**src/hdl/i2crd_pkg.sv**
```systemverilog
`timescale 1ns / 1ps
// ----------------------------------------------------------------------------
// i2crd_pkg: shared types and constants of the I2C register read master
// Command codes, register indexes, reset values and the queue entry layout
// used between the command front end and the bus sequencer.
// ----------------------------------------------------------------------------
package i2crd_pkg;

   // command selector on the request side
   localparam logic [1:0] FUNC_TICK = 2'd0;
   localparam logic [1:0] FUNC_RD16 = 2'd1;
   localparam logic [1:0] FUNC_RD24 = 2'd2;

   // configuration register indexes
   localparam logic [1:0] CSR_DEVICE_ADDRESS = 2'd0;
   localparam logic [1:0] CSR_OVERSAMPLING   = 2'd1;
   localparam logic [1:0] CSR_HALF_PERIOD    = 2'd2;
   localparam logic [1:0] CSR_ACK_RETRIES    = 2'd3;

   localparam int CSR_ADDR_W = 2;
   localparam int CSR_DATA_W = 16;

   localparam logic [7:0]  DEVICE_ADDRESS_RST = 8'd238;
   localparam logic [1:0]  OVERSAMPLING_RST   = 2'd3;
   localparam logic [15:0] HALF_PERIOD_RST    = 16'd900;
   localparam logic [7:0]  ACK_RETRIES_RST    = 8'd0;

   localparam int TICK_WIDTH_DEFAULT = 16;

   localparam int REQ_TDATA_W = 16;
   localparam int REQ_TUSER_W = 2;
   localparam int RSP_TDATA_W = 32;

   localparam int QUEUE_DEPTH = 2;
   localparam int QUEUE_PTR_W = 1;
   localparam int QUEUE_CNT_W = 2;

   // one classified tick as it waits for the sequencer
   typedef struct packed {
      logic       start;
      logic       wide;
      logic [7:0] reg_address;
      logic       sda_in;
   } queue_entry_type;

endpackage

```
**src/hdl/i2crd_front.sv**
```systemverilog
`timescale 1ns / 1ps
// ----------------------------------------------------------------------------
// i2crd_front: request intake and command queue
// Unpacks each request transfer, decodes the command selector into start and
// width flags and holds the result in a two-entry queue for the sequencer.
// ----------------------------------------------------------------------------
module i2crd_front (
   input  logic                                  clock,
   input  logic                                  reset,
   input  logic                                  req_tvalid,
   output logic                                  req_tready,
   // [7:0] reg_address, [8] sda_in, [15:9] zero
   input  logic [i2crd_pkg::REQ_TDATA_W-1:0]     req_tdata,
   // [1:0] func
   input  logic [i2crd_pkg::REQ_TUSER_W-1:0]     req_tuser,
   output logic                                  q_valid,
   output i2crd_pkg::queue_entry_type            q_entry,
   input  logic                                  q_pop
);

   i2crd_pkg::queue_entry_type entry_ff [i2crd_pkg::QUEUE_DEPTH];
   i2crd_pkg::queue_entry_type new_entry;
   logic [i2crd_pkg::QUEUE_PTR_W-1:0] wr_ptr_ff, wr_ptr_in;
   logic [i2crd_pkg::QUEUE_PTR_W-1:0] rd_ptr_ff, rd_ptr_in;
   logic [i2crd_pkg::QUEUE_CNT_W-1:0] count_ff, count_in;
   logic push;
   logic pop;

   // selector value 3 falls through as a plain tick
   always_comb begin
      new_entry.start       = req_tuser inside {i2crd_pkg::FUNC_RD16, i2crd_pkg::FUNC_RD24};
      new_entry.wide        = (req_tuser == i2crd_pkg::FUNC_RD24);
      new_entry.reg_address = req_tdata[7:0];
      new_entry.sda_in      = req_tdata[8];
   end

   assign req_tready = (count_ff != i2crd_pkg::QUEUE_CNT_W'(i2crd_pkg::QUEUE_DEPTH));
   assign q_valid    = (count_ff != '0);
   assign q_entry    = entry_ff[rd_ptr_ff];
   assign push       = req_tvalid && req_tready;
   assign pop        = q_pop && q_valid;

   always_comb begin
      wr_ptr_in = push ? wr_ptr_ff + 1'b1 : wr_ptr_ff;
      rd_ptr_in = pop ? rd_ptr_ff + 1'b1 : rd_ptr_ff;
      count_in  = count_ff;
      if (push && !pop) begin
         count_in = count_ff + 1'b1;
      end else if (pop && !push) begin
         count_in = count_ff - 1'b1;
      end
   end

   always_ff @(posedge clock) begin
      if (push) begin
         entry_ff[wr_ptr_ff] <= new_entry;
      end
   end

   always_ff @(posedge clock) begin
      if (reset) begin
         wr_ptr_ff <= '0;
         rd_ptr_ff <= '0;
         count_ff  <= '0;
      end else begin
         wr_ptr_ff <= wr_ptr_in;
         rd_ptr_ff <= rd_ptr_in;
         count_ff  <= count_in;
      end
   end

endmodule

```
**src/hdl/i2crd_seq.sv**
```systemverilog
`timescale 1ns / 1ps
// ----------------------------------------------------------------------------
// i2crd_seq: I2C bus sequencer and response register
// Steps the read transaction by one tick per queued entry, holds the
// configuration registers and drives the response output register.
// ----------------------------------------------------------------------------
module i2crd_seq #(
   parameter int TICK_WIDTH = i2crd_pkg::TICK_WIDTH_DEFAULT
) (
   input  logic                                  clock,
   input  logic                                  reset,
   input  logic                                  csr_we,
   input  logic [i2crd_pkg::CSR_ADDR_W-1:0]      csr_addr,
   input  logic [i2crd_pkg::CSR_DATA_W-1:0]      csr_wdata,
   input  logic                                  q_valid,
   input  i2crd_pkg::queue_entry_type            q_entry,
   output logic                                  q_pop,
   output logic                                  rsp_tvalid,
   input  logic                                  rsp_tready,
   output logic [i2crd_pkg::RSP_TDATA_W-1:0]     rsp_tdata,
   output logic                                  rsp_tuser
);

   localparam logic [4:0] PH_IDLE  = 5'd0;
   localparam logic [4:0] PH_ST0   = 5'd1;
   localparam logic [4:0] PH_ST1   = 5'd2;
   localparam logic [4:0] PH_ST2   = 5'd3;
   localparam logic [4:0] PH_ST3   = 5'd4;
   localparam logic [4:0] PH_TX_LO = 5'd5;
   localparam logic [4:0] PH_TX_HI = 5'd6;
   localparam logic [4:0] PH_AK_LO = 5'd7;
   localparam logic [4:0] PH_AK_HI = 5'd8;
   localparam logic [4:0] PH_RT_HI = 5'd9;
   localparam logic [4:0] PH_RT_LO = 5'd10;
   localparam logic [4:0] PH_BRK   = 5'd11;
   localparam logic [4:0] PH_RX_LO = 5'd12;
   localparam logic [4:0] PH_RX_HI = 5'd13;
   localparam logic [4:0] PH_AM_LO = 5'd14;
   localparam logic [4:0] PH_AM_HI = 5'd15;
   localparam logic [4:0] PH_N0    = 5'd16;
   localparam logic [4:0] PH_N1    = 5'd17;
   localparam logic [4:0] PH_N2    = 5'd18;
   localparam logic [4:0] PH_N3    = 5'd19;
   localparam logic [4:0] PH_N4    = 5'd20;
   localparam logic [4:0] PH_N5    = 5'd21;

   localparam int HP_W = 16;
   localparam int CMP_W = ((TICK_WIDTH > HP_W) ? TICK_WIDTH : HP_W) + 1;

   // SCL level and SDA pull-low for each phase; TX phases take SDA from the data
   function automatic logic [1:0] pin_levels(input logic [4:0] ph);
      logic [1:0] lv;
      case (ph)
         PH_IDLE:  lv = 2'b01;
         PH_ST0:   lv = 2'b01;
         PH_ST1:   lv = 2'b01;
         PH_ST2:   lv = 2'b11;
         PH_ST3:   lv = 2'b10;
         PH_TX_LO: lv = 2'b00;
         PH_TX_HI: lv = 2'b01;
         PH_AK_LO: lv = 2'b00;
         PH_AK_HI: lv = 2'b01;
         PH_RT_HI: lv = 2'b01;
         PH_RT_LO: lv = 2'b00;
         PH_BRK:   lv = 2'b00;
         PH_RX_LO: lv = 2'b00;
         PH_RX_HI: lv = 2'b01;
         PH_AM_LO: lv = 2'b10;
         PH_AM_HI: lv = 2'b11;
         PH_N0:    lv = 2'b00;
         PH_N1:    lv = 2'b00;
         PH_N2:    lv = 2'b01;
         PH_N3:    lv = 2'b00;
         PH_N4:    lv = 2'b10;
         PH_N5:    lv = 2'b11;
         default:  lv = 2'b01;
      endcase
      return lv;
   endfunction

   logic [7:0]            device_address_ff;
   logic [1:0]            oversampling_ff;
   logic [HP_W-1:0]       half_period_ff;
   logic [7:0]            ack_retries_ff;

   logic [4:0]            phase_ff, phase_in;
   logic [TICK_WIDTH-1:0] tick_ff, tick_in;
   logic [2:0]            bit_ff, bit_in;
   logic [1:0]            byte_ff, byte_in;
   logic [23:0]           shift_ff, shift_in;
   logic [7:0]            retry_ff, retry_in;
   logic                  wide_ff, wide_in;
   logic [7:0]            reg_ff, reg_in;
   logic                  error_ff, error_in;

   logic                  rsp_valid_ff, rsp_valid_in;
   logic [i2crd_pkg::RSP_TDATA_W-1:0] rsp_data_ff, rsp_data_in;
   logic                  rsp_done_ff, rsp_done_in;

   logic                  take;
   logic                  phase_end;
   logic                  ack_done;
   logic                  done;
   logic [23:0]           result;
   logic [CMP_W-1:0]      tick_next;
   logic [7:0]            tx_byte;
   logic [1:0]            levels;
   logic                  sda_low;
   logic [3:0]            rshift;

   assign take  = q_valid && (!rsp_valid_ff || rsp_tready);
   assign q_pop = take;

   assign tick_next = CMP_W'(tick_ff) + 1'b1;
   assign phase_end = (tick_next >= CMP_W'(half_period_ff)) || (&tick_ff);
   assign rshift    = 4'd8 - {2'b00, oversampling_ff};

   always_comb begin
      phase_in = phase_ff;
      tick_in  = tick_ff;
      bit_in   = bit_ff;
      byte_in  = byte_ff;
      shift_in = shift_ff;
      retry_in = retry_ff;
      wide_in  = wide_ff;
      reg_in   = reg_ff;
      error_in = error_ff;
      ack_done = 1'b0;
      done     = 1'b0;
      result   = '0;

      if (phase_ff == PH_IDLE) begin
         if (q_entry.start) begin
            reg_in   = q_entry.reg_address;
            wide_in  = q_entry.wide;
            error_in = 1'b0;
            shift_in = '0;
            byte_in  = '0;
            bit_in   = 3'd7;
            retry_in = '0;
            tick_in  = '0;
            phase_in = PH_ST0;
         end
      end else if (phase_end) begin
         tick_in = '0;
         case (phase_ff)
            PH_ST0: phase_in = PH_ST1;
            PH_ST1: phase_in = PH_ST2;
            PH_ST2: phase_in = PH_ST3;
            PH_ST3: begin
               bit_in   = 3'd7;
               phase_in = PH_TX_LO;
            end
            PH_TX_LO: phase_in = PH_TX_HI;
            PH_TX_HI: begin
               if (bit_ff == 3'd0) begin
                  retry_in = '0;
                  phase_in = PH_AK_LO;
               end else begin
                  bit_in   = bit_ff - 1'b1;
                  phase_in = PH_TX_LO;
               end
            end
            PH_AK_LO: phase_in = PH_AK_HI;
            PH_AK_HI: begin
               if (!q_entry.sda_in) begin
                  ack_done = 1'b1;
               end else if (retry_ff < ack_retries_ff) begin
                  phase_in = PH_RT_HI;
               end else begin
                  error_in = 1'b1;
                  ack_done = 1'b1;
               end
            end
            PH_RT_HI: begin
               if (!q_entry.sda_in) begin
                  ack_done = 1'b1;
               end else begin
                  retry_in = retry_ff + 1'b1;
                  phase_in = PH_RT_LO;
               end
            end
            PH_RT_LO: begin
               if (retry_ff < ack_retries_ff) begin
                  phase_in = PH_RT_HI;
               end else begin
                  error_in = 1'b1;
                  ack_done = 1'b1;
               end
            end
            PH_BRK:   phase_in = PH_ST0;
            PH_RX_LO: phase_in = PH_RX_HI;
            PH_RX_HI: begin
               shift_in = {shift_ff[22:0], q_entry.sda_in};
               if (bit_ff == 3'd0) begin
                  bit_in   = 3'd7;
                  byte_in  = byte_ff + 1'b1;
                  phase_in = (byte_in >= (wide_ff ? 2'd3 : 2'd2)) ? PH_N0 : PH_AM_LO;
               end else begin
                  bit_in   = bit_ff - 1'b1;
                  phase_in = PH_RX_LO;
               end
            end
            PH_AM_LO: phase_in = PH_AM_HI;
            PH_AM_HI: phase_in = PH_RX_LO;
            PH_N0:    phase_in = PH_N1;
            PH_N1:    phase_in = PH_N2;
            PH_N2:    phase_in = PH_N3;
            PH_N3:    phase_in = PH_N4;
            PH_N4:    phase_in = PH_N5;
            PH_N5: begin
               done     = 1'b1;
               result   = wide_ff ? (shift_ff >> rshift) : {8'h00, shift_ff[15:0]};
               phase_in = PH_IDLE;
            end
            default: phase_in = PH_IDLE;
         endcase

         // leave the acknowledge check for whatever follows this byte
         if (ack_done) begin
            bit_in = 3'd7;
            case (byte_ff)
               2'd0: begin
                  byte_in  = 2'd1;
                  phase_in = PH_TX_LO;
               end
               2'd1: begin
                  byte_in  = 2'd2;
                  phase_in = PH_BRK;
               end
               default: begin
                  byte_in  = 2'd0;
                  phase_in = PH_RX_LO;
               end
            endcase
         end
      end else begin
         tick_in = tick_ff + 1'b1;
      end
   end

   // drive the pins for the phase being entered
   always_comb begin
      case (byte_in)
         2'd0:    tx_byte = device_address_ff;
         2'd1:    tx_byte = reg_in;
         default: tx_byte = device_address_ff + 1'b1;
      endcase
      levels = pin_levels(phase_in);
      if (phase_in == PH_TX_LO || phase_in == PH_TX_HI) begin
         sda_low = !tx_byte[bit_in];
      end else begin
         sda_low = levels[1];
      end
   end

   always_comb begin
      rsp_valid_in = rsp_valid_ff;
      rsp_data_in  = rsp_data_ff;
      rsp_done_in  = rsp_done_ff;
      if (take) begin
         rsp_valid_in = 1'b1;
         rsp_data_in  = {4'b0000, error_in, result,
                         (phase_in != PH_IDLE), sda_low, levels[0]};
         rsp_done_in  = done;
      end else if (rsp_tready) begin
         rsp_valid_in = 1'b0;
      end
   end

   always_ff @(posedge clock) begin
      if (reset) begin
         device_address_ff <= i2crd_pkg::DEVICE_ADDRESS_RST;
         oversampling_ff   <= i2crd_pkg::OVERSAMPLING_RST;
         half_period_ff    <= i2crd_pkg::HALF_PERIOD_RST;
         ack_retries_ff    <= i2crd_pkg::ACK_RETRIES_RST;
      end else if (csr_we) begin
         case (csr_addr)
            i2crd_pkg::CSR_DEVICE_ADDRESS: device_address_ff <= csr_wdata[7:0];
            i2crd_pkg::CSR_OVERSAMPLING:   oversampling_ff   <= csr_wdata[1:0];
            i2crd_pkg::CSR_HALF_PERIOD:    half_period_ff    <= csr_wdata[HP_W-1:0];
            i2crd_pkg::CSR_ACK_RETRIES:    ack_retries_ff    <= csr_wdata[7:0];
            default: ;
         endcase
      end
   end

   always_ff @(posedge clock) begin
      if (reset) begin
         phase_ff     <= PH_IDLE;
         tick_ff      <= '0;
         bit_ff       <= 3'd7;
         byte_ff      <= '0;
         shift_ff     <= '0;
         retry_ff     <= '0;
         wide_ff      <= 1'b0;
         reg_ff       <= '0;
         error_ff     <= 1'b0;
         rsp_valid_ff <= 1'b0;
      end else begin
         if (take) begin
            phase_ff <= phase_in;
            tick_ff  <= tick_in;
            bit_ff   <= bit_in;
            byte_ff  <= byte_in;
            shift_ff <= shift_in;
            retry_ff <= retry_in;
            wide_ff  <= wide_in;
            reg_ff   <= reg_in;
            error_ff <= error_in;
         end
         rsp_valid_ff <= rsp_valid_in;
      end
   end

   always_ff @(posedge clock) begin
      rsp_data_ff <= rsp_data_in;
      rsp_done_ff <= rsp_done_in;
   end

   assign rsp_tvalid = rsp_valid_ff;
   assign rsp_tdata  = rsp_data_ff;
   assign rsp_tuser  = rsp_done_ff;

   a_done_ends_busy: assert property (@(posedge clock) disable iff (reset)
      rsp_valid_ff && rsp_done_ff |-> !rsp_data_ff[2])
      else $error("done response still shows the bus busy");

   a_start_enters_st0: assert property (@(posedge clock) disable iff (reset)
      take && (phase_ff == PH_IDLE) && q_entry.start |=> (phase_ff == PH_ST0))
      else $error("read command did not open a start sequence");

   a_idle_counter_clear: assert property (@(posedge clock) disable iff (reset)
      (phase_ff == PH_IDLE) |-> (tick_ff == '0))
      else $error("phase counter running while idle");

   a_error_from_ack: assert property (@(posedge clock) disable iff (reset)
      $rose(error_ff) |-> ($past(phase_ff) == PH_AK_HI || $past(phase_ff) == PH_RT_LO))
      else $error("acknowledge error raised outside an acknowledge check");

endmodule

```
**src/hdl/i2c_register_read_master.sv**
```systemverilog
`timescale 1ns / 1ps
// ----------------------------------------------------------------------------
// i2c_register_read_master: bit-level I2C master for one register read
// Each request transfer is one bus tick carrying a command, a register address
// and the sampled SDA level; each tick yields one response transfer with the
// SCL and SDA drive levels, busy and done flags, the read value and the
// acknowledge error flag.
// ----------------------------------------------------------------------------
// The block takes one request per clock cycle when the response side does not stall
// it, and returns exactly one response per request, in order. A request passes a
// two-entry command queue and the sequencer step, which registers the response.
// The sequencer step, one bus tick per cycle, sets the sustained rate of one
// request a cycle while the response side is not stalled. Configuration writes
// are taken at any cycle and are meant for when no read is running.

module i2c_register_read_master #(
   parameter int TICK_WIDTH = i2crd_pkg::TICK_WIDTH_DEFAULT
) (
   input  logic                                  clock,
   input  logic                                  reset,
   input  logic                                  csr_we,
   input  logic [i2crd_pkg::CSR_ADDR_W-1:0]      csr_addr,
   input  logic [i2crd_pkg::CSR_DATA_W-1:0]      csr_wdata,
   input  logic                                  req_tvalid,
   output logic                                  req_tready,
   // [7:0] reg_address, [8] sda_in, [15:9] zero
   input  logic [i2crd_pkg::REQ_TDATA_W-1:0]     req_tdata,
   // [1:0] func
   input  logic [i2crd_pkg::REQ_TUSER_W-1:0]     req_tuser,
   output logic                                  rsp_tvalid,
   input  logic                                  rsp_tready,
   // [0] scl, [1] sda_low, [2] busy_res, [26:3] read_data, [27] ack_error,
   // [31:28] zero
   output logic [i2crd_pkg::RSP_TDATA_W-1:0]     rsp_tdata,
   // [0] done_res
   output logic                                  rsp_tuser
);

   logic                       q_valid;
   logic                       q_pop;
   i2crd_pkg::queue_entry_type q_entry;

   i2crd_front u_front (
      .clock      (clock),
      .reset      (reset),
      .req_tvalid (req_tvalid),
      .req_tready (req_tready),
      .req_tdata  (req_tdata),
      .req_tuser  (req_tuser),
      .q_valid    (q_valid),
      .q_entry    (q_entry),
      .q_pop      (q_pop)
   );

   i2crd_seq #(
      .TICK_WIDTH (TICK_WIDTH)
   ) u_seq (
      .clock      (clock),
      .reset      (reset),
      .csr_we     (csr_we),
      .csr_addr   (csr_addr),
      .csr_wdata  (csr_wdata),
      .q_valid    (q_valid),
      .q_entry    (q_entry),
      .q_pop      (q_pop),
      .rsp_tvalid (rsp_tvalid),
      .rsp_tready (rsp_tready),
      .rsp_tdata  (rsp_tdata),
      .rsp_tuser  (rsp_tuser)
   );

endmodule

```
**config.mk**
```make
export PLATFORM = sky130hd
export DESIGN_NAME = i2c_register_read_master
export DESIGN_NICKNAME = d
export VERILOG_FILES = /design/src/hdl/i2crd_pkg.sv /design/src/hdl/i2crd_front.sv /design/src/hdl/i2crd_seq.sv /design/src/hdl/i2c_register_read_master.sv
export SDC_FILE = /design/constraint.sdc
export NUM_CORES = 1
export LEC_CHECK = 0
export BUFFER_PORTS_ARGS = -buffer_cell sky130_fd_sc_hd__buf_4
export CAP_MARGIN = 20
export CORE_UTILIZATION = 40
export CTS_CLUSTER_DIAMETER = 80
export DETAILED_ROUTE_END_ITERATION = 12
export PLACE_DENSITY_LB_ADDON = 0.1
export SLEW_MARGIN = 0
export SYNTH_ARGS = -nofsm -noshare
export SYNTH_HDL_FRONTEND = slang
export SYNTH_HIERARCHICAL = 1
export SYNTH_SLANG_ARGS = --single-unit
```
**constraint.sdc**
```tcl
create_clock -name clock -period 10.3 [get_ports clock]
set_input_delay 2.06 -clock clock [delete_from_list [all_inputs] [get_ports clock]]
set_output_delay 2.06 -clock clock [all_outputs]
set_load 0.02 [all_outputs]
```
# --- After elaboration in Yosys (flattened, before gate mapping) ---
# Memory sizes are Yosys's and may differ from the RTL's. A register that Yosys moved wholly into a read port is not among the register bits.
# Index checks and enable logic that the tools add are counted.
word_totals:
  register_bits: 136
  ram_bits: 22
  romBits: 64
  in_bits: 41
  output_inout_bits: 35
  wordCells: 181
  n_memories: 2
mem_list:
  columns: ["memory", "depth", "width", "read_ports", "rd_ports_with_merged_regs", "write_ports", "line", "rtl"]
  rows:
  - ["(name not given)", 32, 2, 1, 0, 0, "i2crd_seq.sv:53", "case (ph)"]
  - ["u_front.entry_ff", 2, 11, 1, 1, 1, "i2crd_front.sv:21", "i2crd_pkg::queue_entry_type entry_ff [i2crd_pkg::QUEUE_DEPTH];"]
op_classes:
  addsub: 11
  n_lt_le_gt_ge: 4
  n_eq_ne: 34
  n_shift: 1
  n_mux: 68
  bitwise_logic: 3
  reduce_logical: 37
ops:
  columns: ["cell", "count"]
  rows:
  - ["5-bit one-hot mux with 20 select lines", 1]
  - ["24-bit two-way mux", 4]
  - ["16-bit two-way mux", 4]
  - ["8-bit two-way mux", 7]
  - ["5-bit two-way mux", 9]
  - ["5-bit by 4-bit == test with 1-bit output, second input constant", 8]
  - ["8-bit one-hot mux with 2 select lines", 2]
  - ["5-bit by 3-bit == test with 1-bit output, second input constant", 6]
  - ["5-bit == test, second input constant", 6]
  - ["24-bit by 4-bit right shift with 24-bit output", 1]
  - ["1-bit two-way mux", 20]
  - ["2-bit two-way mux", 9]
  - ["3-bit two-way mux", 6]
  - ["16-bit by 1-bit adder with 17-bit output, second input constant", 1]
  - ["17-bit by 16-bit greater-or-equal comparator with 1-bit output", 1]
  - ["16-bit by 1-bit adder with 16-bit output, second input constant", 1]
  - ["8-bit by 1-bit adder with 8-bit output, second input constant", 2]
  - ["16-bit AND reduction", 1]
  - ["2-bit nonzero test", 6]
  - ["5-bit by 2-bit == test with 1-bit output, second input constant", 2]
  - ["2-bit AND reduction", 5]
  - ["3-bit one-hot mux with 3 select lines", 1]
  - ["2-bit by 1-bit == test with 1-bit output, second input constant", 4]
  - ["8-bit less-than comparator", 1]
  - ["other kinds (31)", 50]

# --- Depth between registers and ports, before layout ---
logic_depth:
  depth_word: 15
  depth_mapped: 21
  mapped_depth_nobuf: 19

# --- By module ---
# The synthesis kept the hierarchy.
modules_own_cells:
  columns: ["mod", "n_inst", "cells_each", "area_per_inst_um2", "seq_area_each_um2"]
  rows:
  - ["i2crd_seq", 1, 923, 7797.5, 2932.8]
  - ["i2crd_front", 1, 61, 1032.2, 760.7]

# --- Worst setup path after synthesis ---
# No wires, ideal clock.
synth_timing:
  path_kind: "input port to flip-flop"
  from: "input rsp_tready"
  to: "register u_front/count_ff[1] (netlist bit)"
  setup_time_ns: 0.070
  arrival_ns: 4.630
  required_ns: 10.230
  path_slack_ns: 5.600
  path_stages: 8
  n_path_buf: 1
  cell_sequence: "nand2b_1 -> nand2_1 -> clkinv_1 -> clkbuf_1 -> o21ai_0 -> ha_1 -> or3_1 -> a21oi_1"
synth_via:
  elab_chain_len: 6
  elab_cells_between_ends: 8
  classes_between: "mux: 1; reduce/logical: 7"
synth_lines:
  columns: ["item", "line", "rtl"]
  rows:
  - ["start: declaration", "i2c_register_read_master.sv:31", "input logic rsp_tready,"]
  - ["1-bit logical OR (*)", "i2crd_seq.sv:111", "assign take = q_valid && (!rsp_valid_ff || rsp_tready);"]
  - ["1-bit logical AND (*)", "i2crd_seq.sv:111", null]
  - ["via q_pop", "i2c_register_read_master.sv:40", "logic q_pop;"]
  - ["1-bit logical AND (*)", "i2crd_front.sv:41", "assign pop = q_pop && q_valid;"]
  - ["1-bit logical NOT", "i2crd_front.sv:47", "if (push && !pop) begin"]
  - ["1-bit logical AND", "i2crd_front.sv:47", null]
  - ["2-bit two-way mux or 2-bit nonzero test (tied branches)", null, null]
  - ["end signal: assignment", "i2crd_front.sv:68", "count_ff <= count_in;"]
  - ["end: declaration", "i2crd_front.sv:25", "logic [i2crd_pkg::QUEUE_CNT_W-1:0] count_ff, count_in;"]
# The timed path passes the listed nets; every way through them passes the cells marked *.
# A chain may end at the register's enable or synchronous reset.

# --- Worst setup path in the final report ---
layout_timing:
  from: "register u_seq.tick_ff[0]"
  to: "register u_seq.rsp_data_ff, in the netlist u_seq/rsp_tdata[1], data pin"
layout_via:
  elab_chain_len: 11
  elab_cells_between_ends: 21
  classes_between: "add/sub: 1; order compare: 1; eq/ne: 3; mux: 10; reduce/logical: 5; memory: 1"
layout_lines:
  columns: ["item", "line", "rtl"]
  rows:
  - ["start: declaration", "i2crd_seq.sv:87", "logic [TICK_WIDTH-1:0] tick_ff, tick_in;"]
  - ["start signal: assignment", "i2crd_seq.sv:303", "tick_ff <= tick_in;"]
  - ["16-bit by 1-bit adder with 17-bit output", "i2crd_seq.sv:114", "assign tick_next = CMP_W'(tick_ff) + 1'b1;"]
  - ["17-bit by 16-bit greater-or-equal comparator with 1-bit output", "i2crd_seq.sv:115", "assign phase_end = (tick_next >= CMP_W'(half_period_ff)) || (&tick_ff);"]
  - ["1-bit logical OR (*)", "i2crd_seq.sv:115", null]
  - ["2-bit two-way mux", "i2crd_seq.sv:144", "end else if (phase_end) begin"]
  - ["2-bit two-way mux", "i2crd_seq.sv:132", "if (phase_ff == PH_IDLE) begin"]
  - ["2-bit by 1-bit == test with 1-bit output or 2-bit logical NOT (tied branches)", "i2crd_seq.sv:244", "case (byte_in)"]
  - ["8-bit one-hot mux with 2 select lines", "i2crd_seq.sv:244", null]
  - ["1-bit binary-select mux with 3-bit select", "i2crd_seq.sv:251", "sda_low = !tx_byte[bit_in];"]
  - ["1-bit two-way mux (not written as such)", "i2crd_seq.sv:251", null]
  - ["1-bit logical NOT", "i2crd_seq.sv:251", null]
  - ["1-bit two-way mux (*)", "i2crd_seq.sv:250", "if (phase_in == PH_TX_LO || phase_in == PH_TX_HI) begin"]
  - ["via u_seq.sda_low", "i2crd_seq.sv:108", "logic sda_low;"]
  - ["end signal: assignment", "i2crd_seq.sv:317", "rsp_data_ff <= rsp_data_in;"]
  - ["end: declaration", "i2crd_seq.sv:97", "logic [i2crd_pkg::RSP_TDATA_W-1:0] rsp_data_ff, rsp_data_in;"]
# The timed path passes the listed nets; every way through them passes the cells marked *. The select of a mux whose other input is x is not followed.

==> results.yml <==
clock_network:
  cts_resized: 0
  post_cts_buffers: 0
  htreeDepth: 4
  clock-sinks: 159
  postCtsHoldBufs: 0
  numCtsBuffers: 17
  cts_max_path_buffers: 2
  clk-insertion-delay-late_ps: 420
  cts_tree: "done"
  clk_pin_slew_ps: 70
  cts_root_buf: "clkbuf_16"
critical_path:
  reg2reg_to: "u_seq/rsp_tdata[1]$_DFFE_PP_"
  worstPathCellList: "and3_1, and3_1, and3_1, and3_1, nand3_1, nor2_1, xor2_1, ha_1, nand2_1, nor2_1, o21ai_0, o21a_1, o21ai_2, a21oi_1, and3b_1, o21ai_0, o21ai_0, or4b_4, a221oi_2"
  cp-end-kind: "flip-flop"
  r2r-start: "u_seq/tick_ff[0]$_SDFFE_PP0P_"
  path_class: "reg2reg"
  startpoint_type: "flip-flop"
  path_buf_inv: 0
  slowest_delay_ps: 550
  r2r_slack_ps: 5070
  cp-startpoint: "u_seq/tick_ff[0]$_SDFFE_PP0P_"
  crit_end: "u_seq/rsp_tdata[1]$_DFFE_PP_"
  cpMaxStageDelayCell: "or4b_4"
  worstRegToRegCells: 19
  required_ps: 10550
  path_max_fanout: 12
  cp.arrival_ps: 5490
  cp.depth: 19
  crit_family: "simple AND/OR/NAND/NOR gates"
  cpMostUsedCell: "and3_1"
placed_design:
  dp_hpwl_um: 14500
  portBuffers: 64
  dp_slack_ps: 5100
  gp_congestion: 0.823
floorplanning:
  dieHeight_um: 151
  pin_count: 76
  rows: 53
  start_util_pct: 41.4
  die_area_um2: 22700
  core_area_um2: 21400
  die_x_um: 151
timing:
  fmax_mhz: 191
  worst_pin_slew_ps: 1050
  fin_tns_setup_ps: 0
  hold_viol: 0
  timing.slew.headroom_pct: 29.8
  period_needed_ps: 5230
  fin_ws_ps: 5070
  clock_skew_ps: 13.3
  finalSetupViolCount: 0
  report.final.slew_viol_count: 0
  grt_setup_unrepaired: "no"
  fin_crit_sh_pct: 50.8
logic_synthesis:
  syn_area_um2: 8830
  synth-seq-cells: 159
  netlist_instances: 984
  synth_flop_cell: "dfxtp_1"
  ys_seq_area_share_pct: 41.8
  ys_types: 81
  yosys_warnings: 6
  synth_top_area_share_pct: 24.5
  synthTopCellsByArea: "dfxtp_1 (24%), edfxtp_1 (17%), nand2_1 (5.7%)"
  synth_top_area_cell: "dfxtp_1"
  synth_edf_count: 51
  syn_area_per_cell_um2: 8.97
  postSynth.asyncResetShare_pct: 0
drt:
  drc: 0
  wl_per_cell_um: 15.8
  dr.pass1.iters: 5
  antenna_left: 0
  routed_wl_um: 20800
  vias_per_cell: 5.41
  vias: 7094
  drt_iter0_drc: 429
global_routing:
  grt_max_degree: 45
  overflow: 0
  antenna_found_initial: 0
  grt_pass1_vias: 6524
  grt_pass1_wl_um: 33700
  grt_use_total_pct: 19.0
pwr:
  p_leak_nw: 3.78
  power.density_nw_per_um2: 223
  peakVddDrop_v: 0.000123
cells_and_area:
  final_common_cell: "nand2_1"
  post-route-util_pct: 47.0
  areaGrowthSynthToFinish_pct: 13.5
  diodes: 0
  fin_nets: 1100
  final_layout_size_suffix_gt1_share_pct: 16.0
  fillers: 2065
  layout_common_cells: "nand2_1 (135), nor2_1 (109), dfxtp_1 (108)"
status:
  status: "complete, no violations"
worst_hold_path:
  worstHoldPathType: "reg2reg"
flow_run:
  cap_violations: 0
## how the worst min path moves through the flow
stage	depth (start not counted)	slack (ps)	start	endpoint
floorplan	2	430	u_seq/reg_ff[0]$_SDFFE_PP0P_	u_seq/reg_ff[0]$_SDFFE_PP0P_
global placement	2	440	u_seq/reg_ff[7]$_SDFFE_PP0P_	u_seq/reg_ff[7]$_SDFFE_PP0P_
detailed placement	2	450	u_seq/reg_ff[3]$_SDFFE_PP0P_	u_seq/reg_ff[3]$_SDFFE_PP0P_
CTS	2	460	u_seq/reg_ff[2]$_SDFFE_PP0P_	u_seq/reg_ff[2]$_SDFFE_PP0P_
global route	2	470	u_seq/reg_ff[7]$_SDFFE_PP0P_	u_seq/reg_ff[7]$_SDFFE_PP0P_
finish	2	450	u_seq/reg_ff[2]$_SDFFE_PP0P_	u_seq/reg_ff[2]$_SDFFE_PP0P_
## per-stage QoR
step                cell area (µm²)  cells  hold slack, ps  power, mW
global route                  10000   1311             475       2.38
floorplan                      8860    991             433       1.43
global placement               9490   1279             439       1.67
finish                        10000   1311             454       2.24
detailed placement             9490   1279             446       1.67
CTS                           10000   1311             455       2.26
## sequential cells by signal, summed over array words and instances, names as in the netlist, 5 cells and up, named ones only
register and cells:
u_seq/shift_ff 24, u_front/entry_ff 22, u_seq/ack_retries_ff 8, u_seq/half_period_ff 16, u_seq/device_address_ff 8, u_seq/phase_ff 5, u_seq/retry_ff 8, u_seq/reg_ff 8
u_seq/rsp_tdata 28, u_seq/tick_ff 16
## cell type report
type	count	area (µm²)	share of cell area, %
Inverter	48	180	1.80
Clock inverter	15	108	1.07
Clock buffer	17	425	4.24
Timing Repair Buffer	72	541	5.39
Sequential cell	159	3690	36.8
Tap cell	275	344	3.43
Multi-Input combinational cell	725	4730	47.2
## where the power goes
part	internal, mW	switching (mW)
logic	0.294	0.528
registers	0.765	0.0686
clock network	0.310	0.269
total	1.37	0.867
## per-layer routing
| layer | share of wire (%) | routed length [µm] | global-route usage (%) |
|---|---|---|---|
| met1 | 49 | 10100 | 26.1 |
| met3 | 2.9 | 607 | 3.36 |
| met4 | 0.82 | 170 | 4.90 |
| met2 | 48 | 9870 | 30.6 |
| met5 | 0 | 0 | 0 |
## synthesized netlist by cell type, drive strengths merged, types with 3 or more instances
| library cell | number |
|---|---|
| a31oi | 9 |
| o22ai | 3 |
| xnor2 | 12 |
| and3 | 11 |
| a311oi | 8 |
| o211ai | 10 |
| mux2 | 21 |
| clkbuf | 42 |
| edfxtp | 51 |
| a32oi | 3 |
| a2bb2oi | 3 |
| nor4 | 3 |
| nor3 | 10 |
| a211oi | 25 |
| nor2 | 110 |
| mux2i | 24 |
| xor2 | 21 |
| nand3b | 9 |
| or2 | 4 |
| ha | 36 |
| nand4 | 12 |
| o21ai | 41 |
| nor2b | 11 |
| inv | 46 |
| a21oi | 75 |
| nand3 | 49 |
| and2 | 5 |
| buf | 17 |
| mux4 | 14 |
| dfxtp | 108 |
| nor3b | 4 |
| a211o | 6 |
| nand2 | 137 |
| nand2b | 6 |
## cells by family after synthesis
| family | share of synthesized area [%] |
|---|---|
| simple gates | 20.1 |
| compound gates | 15.6 |
| flops | 41.8 |
| buf+inv | 4.96 |
| mux | 9.05 |
| fa+ha+maj | 5.10 |
| xor+xnor | 3.27 |
| other cells | 0.0425 |
## worst reg2reg max path, stage by stage, from the launching register on
cell and delay, ps:
dfxtp_1 420, and3_1 200, and3_1 230, and3_1 240
and3_1 230, nand3_1 150, nor2_1 290, xor2_1 140
ha_1 310, nand2_1 50, nor2_1 120, o21ai_0 140
o21a_1 240, o21ai_2 530, a21oi_1 450, and3b_1 310
o21ai_0 150, o21ai_0 90, or4b_4 550, a221oi_2 240
No activity file was read; power rests on OpenSTA's default activity.
